**src/rtl/core/vsm_pkg.sv**
```systemverilog
// Package for the vector softmax unit: sizes, exponent base factor, state enum.
// Used by vsm_ctrl, vsm_datapath and vector_softmax_unit.
package vsm_pkg;
  localparam int MAX_LEN = 32;
  localparam int AW = $clog2(MAX_LEN);
  localparam int CW = $clog2(MAX_LEN + 1);
  localparam logic [31:0] EXP_F0 = 32'd4293918848;

  typedef enum logic [3:0] {
    ST_LOAD, ST_RD, ST_EXP_INIT, ST_EXP_MUL, ST_EXP_ACC,
    ST_EMIT_RD, ST_EXP2_INIT, ST_EXP2_MUL, ST_DIV_INIT, ST_DIV, ST_OUT
  } state_t;

  typedef struct packed {
    logic load;
    logic rd;
    logic exp_init;
    logic exp_step;
    logic acc;
    logic div_init;
    logic div_step;
    logic emit;
    logic clr;
    logic idx_clr;
    logic idx_inc;
  } cmd_t;

  typedef struct packed {
    logic exp_done;
    logic div_done;
    logic idx_last;
    logic empty;
  } stat_t;
endpackage

```
**src/rtl/core/vsm_ctrl.sv**
```systemverilog
// Controller of the vector softmax unit: sequences load, sum pass and emit pass.
// Depends on vsm_pkg.
module vsm_ctrl (
  input  logic           clk,
  input  logic           rst,
  input  logic           start,
  input  logic           last,
  output logic           busy,
  input  vsm_pkg::stat_t stat,
  output vsm_pkg::cmd_t  cmd,
  output logic           last_flag
);
  vsm_pkg::state_t state, state_next;

  always_ff @(posedge clk) begin
    if (rst) state <= vsm_pkg::ST_LOAD;
    else state <= state_next;
  end

  always_comb begin
    state_next = state;
    cmd = '0;
    busy = (state != vsm_pkg::ST_LOAD);
    last_flag = stat.idx_last;
    case (state)
      vsm_pkg::ST_LOAD: begin
        cmd.idx_clr = 1'b1;
        if (start) begin
          cmd.load = 1'b1;
          if (last) state_next = vsm_pkg::ST_RD;
        end
      end
      vsm_pkg::ST_RD: begin
        if (stat.empty) begin
          cmd.clr = 1'b1;
          state_next = vsm_pkg::ST_LOAD;
        end else begin
          cmd.rd = 1'b1;
          state_next = vsm_pkg::ST_EXP_INIT;
        end
      end
      vsm_pkg::ST_EXP_INIT: begin
        cmd.exp_init = 1'b1;
        state_next = vsm_pkg::ST_EXP_MUL;
      end
      vsm_pkg::ST_EXP_MUL: begin
        cmd.exp_step = 1'b1;
        if (stat.exp_done) state_next = vsm_pkg::ST_EXP_ACC;
      end
      vsm_pkg::ST_EXP_ACC: begin
        cmd.acc = 1'b1;
        if (stat.idx_last) begin
          cmd.idx_clr = 1'b1;
          state_next = vsm_pkg::ST_EMIT_RD;
        end else begin
          cmd.idx_inc = 1'b1;
          state_next = vsm_pkg::ST_RD;
        end
      end
      vsm_pkg::ST_EMIT_RD: begin
        cmd.rd = 1'b1;
        state_next = vsm_pkg::ST_EXP2_INIT;
      end
      vsm_pkg::ST_EXP2_INIT: begin
        cmd.exp_init = 1'b1;
        state_next = vsm_pkg::ST_EXP2_MUL;
      end
      vsm_pkg::ST_EXP2_MUL: begin
        cmd.exp_step = 1'b1;
        if (stat.exp_done) state_next = vsm_pkg::ST_DIV_INIT;
      end
      vsm_pkg::ST_DIV_INIT: begin
        cmd.div_init = 1'b1;
        state_next = vsm_pkg::ST_DIV;
      end
      vsm_pkg::ST_DIV: begin
        cmd.div_step = 1'b1;
        if (stat.div_done) state_next = vsm_pkg::ST_OUT;
      end
      vsm_pkg::ST_OUT: begin
        cmd.emit = 1'b1;
        if (stat.idx_last) begin
          cmd.clr = 1'b1;
          state_next = vsm_pkg::ST_LOAD;
        end else begin
          cmd.idx_inc = 1'b1;
          state_next = vsm_pkg::ST_EMIT_RD;
        end
      end
      default: state_next = vsm_pkg::ST_LOAD;
    endcase
  end
endmodule
```
**config.mk**
```make
export PLATFORM = sky130hd
export DESIGN_NAME = vsm_ctrl
export DESIGN_NICKNAME = d
export VERILOG_FILES = /design/src/rtl/core/vsm_pkg.sv /design/src/rtl/core/vsm_ctrl.sv
export SDC_FILE = /design/constraint.sdc
export NUM_CORES = 1
export LEC_CHECK = 0
export BUFFER_PORTS_ARGS = -buffer_cell sky130_fd_sc_hd__clkbuf_2
export CORE_AREA = 8 8 45 47
export DETAILED_ROUTE_END_ITERATION = 7
export DIE_AREA = 0 0 53 55
export GPL_TIMING_DRIVEN = 0
export PLACE_DENSITY_LB_ADDON = 0.08
export SKIP_LAST_GASP = 1
export SYNTH_ARGS = -nofsm -noshare
export SYNTH_HDL_FRONTEND = slang
export SYNTH_SLANG_ARGS = --single-unit
```
**constraint.sdc**
```tcl
create_clock -name clk -period 3.5 [get_ports clk]
set_input_delay 0.525 -clock clk [delete_from_list [all_inputs] [get_ports clk]]
set_output_delay 0.525 -clock clk [all_outputs]
set_load 0.02 [all_outputs]
```
==> impl_metrics.json, run 1 <==
{
  "reg2reg_slack_ns": 2.16,
  "finalNetCount": 99,
  "min_path_cells": 2,
  "groute.usage.overall_pct": 10.8,
  "path_class": "flop to primary output",
  "yosysWarningCount": 0,
  "insertion_delay_ns": 0.24,
  "cts_tree": "built",
  "maxCapViolCount": 0,
  "numPortBuffers": 20,
  "post-route-util_pct": 46.1,
  "gp_congestion": 0.729,
  "drv_slew": 0,
  "hold_viol": 0,
  "peakVddDrop_v": 0.000153,
  "vias": 560,
  "r2r_start": "state[0]$_SDFFE_PP0P_",
  "die_area_um2": 2920,
  "cp_top_family": "buffers and inverters",
  "period_minus_slack_ns": 2.13,
  "clock_sinks": 4,
  "synth_fp_nets": 74,
  "synth-seq-cells": 4,
  "reg2reg_depth": 5,
  "cp-startpoint": "state[1]$_SDFFE_PP0P_",
  "drive_above_1_share_pct": 39.3,
  "crit_buf_inv": 3,
  "syn_area_um2": 495,
  "yosysMostFrequentCell": "nor2_1",
  "cts_buffers": 3,
  "period_share_pct": 61.0,
  "ant_nets": 0,
  "dr.pass1.iters": 5,
  "largest_register_ffs": 4,
  "leakagePower_uw": 0.000295,
  "grt_pass1_vias": 555,
  "crit_path_start_kind": "flop",
  "synthArstFlopShare_pct": 0,
  "netlist.area_leader.share_pct": 16.2,
  "end_kind": "primary output",
  "clockBufferDepth": 2,
  "slew_headroom_pct": 72.3,
  "die_y_um": 55,
  "rows": 14,
  "grt_max_degree": 11,
  "synth_top_cell_by_area": "dfxtp_1",
  "htreeDepth": 1,
  "top_register": "state",
  "coreArea_um2": 1380,
  "wl_met2_um": 640,
  "avgSynthCellArea_um2": 7.51,
  "synth_seq_area_share_pct": 16.2,
  "top_regs": "state (4)",
  "root_buffer": "clkbuf_4",
  "min_to": "state[2]$_SDFFE_PP0P_",
  "status": "completed",
  "area_growth_pct": 28.8,
  "ys.flop_type": "dfxtp_1",
  "drc": 0,
  "crit_required_ns": 2.97,
  "synth_edf_count": 0,
  "met1Wirelength_um": 641,
  "drt-total-wl_um": 1370,
  "die_x_um": 53,
  "hp-class": "input port to flop",
  "dr_wl_met3_um": 79,
  "dpl.hpwl_um": 1040,
  "grt_overflow": 0,
  "setup_tns_ns": 0,
  "seqCellArea_um2": 80.1,
  "routedWlPerCell_um": 13.1,
  "start_util_pct": 35.8,
  "cts_resized": 0,
  "top_layer": "met4",
  "yosysUniqueCellTypes": 32,
  "crit_slowest_cell": "clkbuf_1",
  "setup_viol": 0,
  "hp-start": "rst",
  "grt_setup_unrepaired": "false",
  "power_density_nw_per_um2": 245,
  "worstMarginPinSlew_ns": 0.412,
  "cp_cell_sequence": "buf_4, clkbuf_1, nor2b_1, a21oi_1, nor3_1, clkbuf_2",
  "fillers": 141,
  "critical_path.max_stage_delay_ns": 0.33,
  "clock_skew_ns": 0.000859,
  "post-cts-setup-buffers": 0,
  "viasPerCell": 5.33,
  "ys_top_cells_by_count": "nor2_1, a21oi_1, dfxtp_1, nand2b_1, nor3_1",
  "cts_hold_repair.buffers": 0,
  "synth.area.top_cells": "dfxtp_1, a21oi_1, nor2_1",
  "fmax_mhz": 469,
  "r2r_end": "state[1]$_SDFFE_PP0P_",
  "antenna_found_initial": 0,
  "ios": 21,
  "postSynthCellCount": 66,
  "worst-path-max-fanout": 10,
  "clk_pin_slew_ns": 0.04,
  "multi_input_area_um2": 347,
  "diodes": 0,
  "arrival_ns": 1.61,
  "drt_iter0_markers": 15,
  "grt_pass1_wl_um": 2390
}
## cell type report
cell class,instances,share of cell area [%]
sequential,4,12.5
clock buffer,3,3.53
tap,16,3.14
buffer,8,9.02
timing repair buffer,20,15.7
multi-input combinational,51,54.3
inverter,3,1.76
## layout by cell type (no fill, tap or decap), types with 2 or more instances in the layout
cell type / count
a21o_1: 2
a21oi_1: 7
buf_4: 3
buf_6: 2
clkbuf_1: 2
clkbuf_2: 20
clkbuf_4: 3
dfxtp_1: 4
inv_1: 3
nand2_1: 3
nand2b_1: 4
nor2_1: 8
nor3_1: 4
nor3b_1: 2
or3_1: 3
## kinds of logic (layout without fill, tap and decap cells)
logic type / count (synthesis) / count (layout) / share of synthesized area, %
AOI/OAI and AO/OA: 19 / 19 / 32.6
and+or+nand+nor: 32 / 32 / 37.4
DFF: 4 / 4 / 16.2
buffers and inverters: 11 / 34 / 13.9
## metal layers
metal	track usage (%)	up-vias
met5	0	-
met4	5.17	0
met3	2.67	2
met2	17.2	18
met1	13.2	253
li1	-	287
## report_power, final
| part | switching, uW | internal, uW | total (uW) |
|---|---|---|---|
| clock network | 21.4 | 38.5 | 59.9 |
| registers | 0.300 | 47.1 | 47.4 |
| logic | 29.1 | 19.8 | 48.9 |
## through the flow
| step | setup slack (ns) | instances | total power [uW] | area [um2] | hold WS (ns) |
|---|---|---|---|---|---|
| 3_5_place_dp | 1.62 | 102 | 97.7 | 616 | 0.693 |
| 4_1_cts | 1.35 | 105 | 158 | 638 | 0.532 |
| 6_report | 1.37 | 105 | 156 | 638 | 0.535 |
| 2_1_floorplan | 1.22 | 66 | 81.4 | 495 | 0.590 |
| 5_1_grt | 1.18 | 105 | 167 | 638 | 0.539 |
| 3_3_place_gp | 1.63 | 102 | 97.3 | 616 | 0.686 |
## how the worst max path moves through the flow
stage	slack (ns)	to	depth (start not counted)
2_1_floorplan	1.22	cmd[1]	3
3_3_place_gp	1.63	cmd[0]	6
3_5_place_dp	1.62	cmd[0]	6
4_1_cts	1.35	cmd[0]	6
5_1_grt	1.18	cmd[0]	6
6_report	1.37	cmd[0]	6
(Power assumes the default switching activity.)
==> run 2, diff against run 1 <==
--- a/config.mk
+++ b/config.mk
@@ -5,6 +5,7 @@
 export SDC_FILE = /design/constraint.sdc
 export NUM_CORES = 1
 export LEC_CHECK = 0
+export ABC_AREA = 1
 export BUFFER_PORTS_ARGS = -buffer_cell sky130_fd_sc_hd__clkbuf_2
 export CORE_AREA = 8 8 45 47
 export DETAILED_ROUTE_END_ITERATION = 7
==> constraint.sdc (replaced) <==
create_clock -name clk -period 2.2 [get_ports clk]
set_input_delay 0.33 -clock clk [delete_from_list [all_inputs] [get_ports clk]]
set_output_delay 0.33 -clock clk [all_outputs]
set_load 0.02 [all_outputs]
==> impl_metrics.json, run 2 <==
{
  "grt_max_degree": 7,
  "peakVddDrop_v": 0.000262,
  "reg2reg_depth": 7,
  "ios": 21,
  "rows": 14,
  "top_register": "state",
  "dr.pass1.iters": 3,
  "slew_headroom_pct": 83.7,
  "r2r_start": "state[3]$_SDFFE_PP0P_",
  "numPortBuffers": 20,
  "synth_edf_count": 0,
  "setup_tns_ns": 0,
  "cp-startpoint": "state[1]$_SDFFE_PP0P_",
  "syn_area_um2": 399,
  "viasPerCell": 4.52,
  "path_depth": 5,
  "finalNetCount": 101,
  "cts_tree": "built",
  "antenna_found_initial": 0,
  "final_cell_mix": "clkbuf_2, nand2_1, inv_1, nor2_2",
  "drt-total-wl_um": 1120,
  "fmax_mhz": 605,
  "die_x_um": 53,
  "worst-path-max-fanout": 6,
  "end_kind": "primary output",
  "period_share_pct": 75.1,
  "cp-endpoint": "cmd[0]",
  "root_buffer": "clkbuf_4",
  "leakagePower_uw": 0.000326,
  "vias": 484,
  "die_y_um": 55,
  "synth-seq-cells": 4,
  "critical_path.max_stage_delay_ns": 0.44,
  "setup_viol": 0,
  "crit_buf_inv": 1,
  "cts_resized": 0,
  "status": "completed",
  "worstMarginPinSlew_ns": 0.244,
  "grt_setup_unrepaired": "false",
  "crit_required_ns": 1.87,
  "drc": 0,
  "grt_overflow": 0,
  "avgSynthCellArea_um2": 5.87,
  "post-cts-setup-buffers": 0,
  "synth_top_cell_by_area": "dfxtp_1",
  "grt_pass1_vias": 460,
  "start_util_pct": 28.8,
  "hold_viol": 0,
  "yosysWarningCount": 0,
  "clk_pin_slew_ns": 0.04,
  "postSynthCellCount": 68,
  "clockBufferDepth": 2,
  "period_minus_slack_ns": 1.65,
  "synth.area.top_cells": "dfxtp_1, nand2_1, nand3_2",
  "crit_slowest_cell": "dfxtp_1",
  "ys_top_cells_by_count": "nand2_1, inv_1, nor2_2",
  "clock_sinks": 4,
  "grt_pass1_wl_um": 1810,
  "coreArea_um2": 1380,
  "crit_top_cell": "nand2_1",
  "cp_top_family": "simple AND/OR/NAND/NOR gates",
  "crit_path_start_kind": "flop",
  "groute.usage.overall_pct": 8.08,
  "ant_nets": 0,
  "power_density_nw_per_um2": 520,
  "synth_fp_nets": 76,
  "die_area_um2": 2920,
  "arrival_ns": 1.32,
  "layout_commonest_cell": "clkbuf_2",
  "cts_buffers": 3,
  "area_growth_pct": 35.7,
  "synth_seq_area_share_pct": 20.1,
  "path_class": "flop to primary output",
  "drive_above_1_share_pct": 47.3,
  "largest_register_ffs": 4,
  "hp-class": "input port to flop",
  "synthArstFlopShare_pct": 0,
  "final-instance-count-excl-fill": 107,
  "top_regs": "state (4)",
  "netlist.area_leader.share_pct": 20.1,
  "yosysUniqueCellTypes": 14,
  "dpl.hpwl_um": 973,
  "ys.flop_type": "dfxtp_1",
  "insertion_delay_ns": 0.23,
  "drv_slew": 0,
  "clock_skew_ns": 0.000343,
  "drt_iter0_markers": 8,
  "reg2reg_slack_ns": 1.00,
  "r2r_end": "state[1]$_SDFFE_PP0P_",
  "yosysMostFrequentCell": "nand2_1",
  "gp_congestion": 0.744,
  "placed_cells": 104,
  "diodes": 0,
  "maxCapViolCount": 0,
  "cts_hold_repair.buffers": 0,
  "routedWlPerCell_um": 10.4,
  "cp_cell_sequence": "nand2_1, nor2_2, nand2_2, nand2_1, clkbuf_2",
  "htreeDepth": 1
}
==> run 2: changes by cell type in the layout (fill, tap and decap cells not counted), moves of 5 or more <==
cell and change:
inv_1 +7, inv_2 +5, nand2_1 +15, nor2_2 +6
==> run 2: kinds of logic (layout without fill, tap and decap cells) <==
kind of cell	after synthesis	count (layout)	share of synthesized area, %
compound gates	8	8	12.5
buf+inv	16	39	16.0
flops	4	4	20.1
simple gates	40	40	51.4
==> run 2: through the flow <==
stage	power [uW]	utilization (%)	cell area (um2)	worst slack, ns	hold WS, ns
floorplan	161	-	399	0.785	0.399
global placement	195	37.5	519	0.784	0.545
detailed placement	196	37.5	519	0.779	0.545
CTS	290	39.2	542	0.525	0.303
global route	309	39.2	542	0.444	0.301
finish	282	39.2	542	0.548	0.306
==> run 2: area by class of cell <==
| type | count | area (um2) |
|---|---|---|
| plain buffers | 1 | 7.51 |
| multi-input cells | 48 | 255 |
| repair buffers | 20 | 100 |
| inverters | 15 | 56.3 |
| well taps | 16 | 20.0 |
| clock buffers | 3 | 22.5 |
| fillers | 166 | 842 |
| flip-flops and latches | 4 | 80.1 |
==> run 2: worst min path at each step <==
| stage | from | cells past startpoint | end | slack [ns] |
|---|---|---|---|---|
| after floorplan | rst | 1 | state[0]$_SDFFE_PP0P_ | 0.40 |
| after global placement | state[0]$_SDFFE_PP0P_ | 2 | state[0]$_SDFFE_PP0P_ | 0.54 |
| after detailed placement | state[0]$_SDFFE_PP0P_ | 2 | state[0]$_SDFFE_PP0P_ | 0.55 |
| after CTS | rst | 2 | state[2]$_SDFFE_PP0P_ | 0.30 |
| after global routing | rst | 2 | state[0]$_SDFFE_PP0P_ | 0.30 |
| final | rst | 2 | state[2]$_SDFFE_PP0P_ | 0.31 |
==> run 2: layer usage <==
metal / global-route usage (%) / share of wire [%]
met1: 8.04 / 41
met2: 14.6 / 47
met3: 2.14 / 11
met4: 5.17 / 1.1
met5: 0 / 0
==> run 2: worst reg2reg max path, stage by stage (launching register included) <==
cell and delay [ns]:
dfxtp_1 0.43, inv_2 0.10, nor2_2 0.19, nand3_2 0.12, nand3_2 0.10, inv_2 0.05, nand2_1 0.06, a21oi_1 0.05
==> run 2: where the power goes <==
group / internal (uW) / switching [uW] / leakage (uW) / total, uW
sequential: 77.3 / 7.73 / 0.0000325 / 85.0
clock: 60.8 / 26.9 / 0.0000138 / 87.7
combinational: 37.4 / 71.6 / 0.000280 / 109
total: 176 / 106 / 0.000326 / 282
==> run 3, diff against run 2 <==
==> constraint.sdc (replaced) <==
create_clock -name clk -period 1.6 [get_ports clk]
set_input_delay 0.24 -clock clk [delete_from_list [all_inputs] [get_ports clk]]
set_output_delay 0.24 -clock clk [all_outputs]
set_load 0.02 [all_outputs]
==> impl_metrics.json, run 3 (same netlist as run 2, synthesis figures left out) <==
{
  "antenna_found_initial": 0,
  "ant_nets": 0,
  "setup_viol": 0,
  "place_ws_ns": 0.269,
  "die_x_um": 53,
  "finalNetCount": 101,
  "ios": 21,
  "start_util_pct": 28.8,
  "drt-total-wl_um": 1140,
  "layout_commonest_cell": "clkbuf_2",
  "area_growth_pct": 36.7,
  "internal-power_uw": 243,
  "crit_path_start_kind": "flop",
  "drv_slew": 0,
  "slew_headroom_pct": 84.4,
  "hp-start": "rst",
  "fmax_mhz": 667,
  "status": "completed",
  "grt_max_degree": 7,
  "end_kind": "primary output",
  "power_frac_clock_pct": 31.0,
  "maxCapViolCount": 0,
  "dr.pass1.iters": 5,
  "top_register": "state",
  "path_class": "flop to primary output",
  "top_regs": "state (4)",
  "final.setup.worst_slack_ns": 0.101,
  "finalInstanceArea_um2": 546,
  "vias": 481,
  "leakagePower_uw": 0.000327,
  "diodes": 0,
  "cts_buffers": 3,
  "reg2reg_slack_ns": 0.47,
  "cts_tree": "built",
  "r2r_start": "state[3]$_SDFFE_PP0P_",
  "clk_pin_slew_ns": 0.04,
  "post-route-util_pct": 39.4,
  "peakVddDrop_v": 0.000370,
  "crit_required_ns": 1.36,
  "gp_congestion": 0.744,
  "period_share_pct": 93.7,
  "period_minus_slack_ns": 1.50,
  "largest_register_ffs": 4,
  "hold_viol": 0,
  "drc": 0,
  "clock_sinks": 4,
  "swShare_pct": 37.5,
  "p_switching_uw": 146,
  "power_density_nw_per_um2": 712,
  "seqPwrFrac_pct": 30.4,
  "numPortBuffers": 20,
  "cts_hold_repair.buffers": 0,
  "worstMarginPinSlew_ns": 0.234,
  "drt_iter0_markers": 4,
  "grt_setup_unrepaired": "true",
  "grt_pass1_wl_um": 1810,
  "final-instance-count-excl-fill": 107,
  "drive_above_1_share_pct": 50.5,
  "hp-class": "input port to flop",
  "die_y_um": 55,
  "die_area_um2": 2920,
  "grt_pass1_vias": 460,
  "grt_overflow": 0,
  "htreeDepth": 1,
  "place_area_um2": 519,
  "insertion_delay_ns": 0.23,
  "rows": 14,
  "routedWlPerCell_um": 10.6,
  "comb_power_share_pct": 38.6,
  "arrival_ns": 1.26,
  "root_buffer": "clkbuf_4",
  "placed_cells": 104,
  "worst-path-max-fanout": 5,
  "groute.usage.overall_pct": 8.08,
  "clockBufferDepth": 2,
  "final_cell_mix": "clkbuf_2, nand2_1, inv_1, nor2_2",
  "coreArea_um2": 1380,
  "dpl.hpwl_um": 973,
  "viasPerCell": 4.50,
  "clock_skew_ns": 0.000228,
  "cp-startpoint": "state[0]$_SDFFE_PP0P_"
}
[run 3: cell counts in the layout (fill, tap and decap cells not counted)]
No cell type changed its count.
[run 3: area by class of cell]
cell class / instances / area, um2
Fill cell: 167 / 838
Timing Repair Buffer: 20 / 100
Clock buffer: 3 / 22.5
Buffer: 1 / 7.51
Tap cell: 16 / 20.0
Sequential cell: 4 / 83.8
Inverter: 15 / 56.3
Multi-Input combinational cell: 48 / 255
[run 3: worst max-delay path, stage by stage, from the launching register on]
cell      delay, ns
dfxtp_2        0.34
inv_2          0.09
nand2_1        0.08
nor2_2         0.18
nand2_2        0.10
nand2_1        0.08
clkbuf_2       0.16
[run 3: power groups by stage]
stage | sequential (uW) | clock [uW] | combinational, uW
final | 118 | 121 | 150
after global routing | 118 | 140 | 169
after CTS | 117 | 131 | 152
after detailed placement | 118 | 0 | 151
after global placement | 118 | 0 | 150
after floorplan | 116 | 0 | 105
[run 3: path summary, 6_finish.rpt]
kind	to	cells after the start
max	cmd[0]	6
min	state[1]$_SDFFE_PP0P_	2
max reg2reg	state[1]$_SDFFE_PP0P_	7
min reg2reg	state[0]$_SDFFE_PP0P_	2
[run 3: routing by layer]
layer / wire length (um) / track usage (%) / up-vias
li1: - / - / 260
met1: 460 / 8.04 / 205
met2: 543 / 14.6 / 14
met3: 124 / 2.14 / 2
met4: 12 / 5.17 / 0
met5: 0 / 0 / -
[run 3: repair_timing]
action                                  in CTS  in global routing
endpoints found under the setup margin       0                  4
buffers inserted                             0                  0
resized for setup                            0                  3
[run 3: metrics by stage]
stage / setup TNS [ns] / hold slack [ns] / power (uW)
global route: -0.0209 / 0.203 / 427
CTS: 0 / 0.213 / 399
floorplan: 0 / 0.309 / 221
detailed placement: 0 / 0.463 / 269
global placement: 0 / 0.458 / 268
finish: 0 / 0.209 / 388
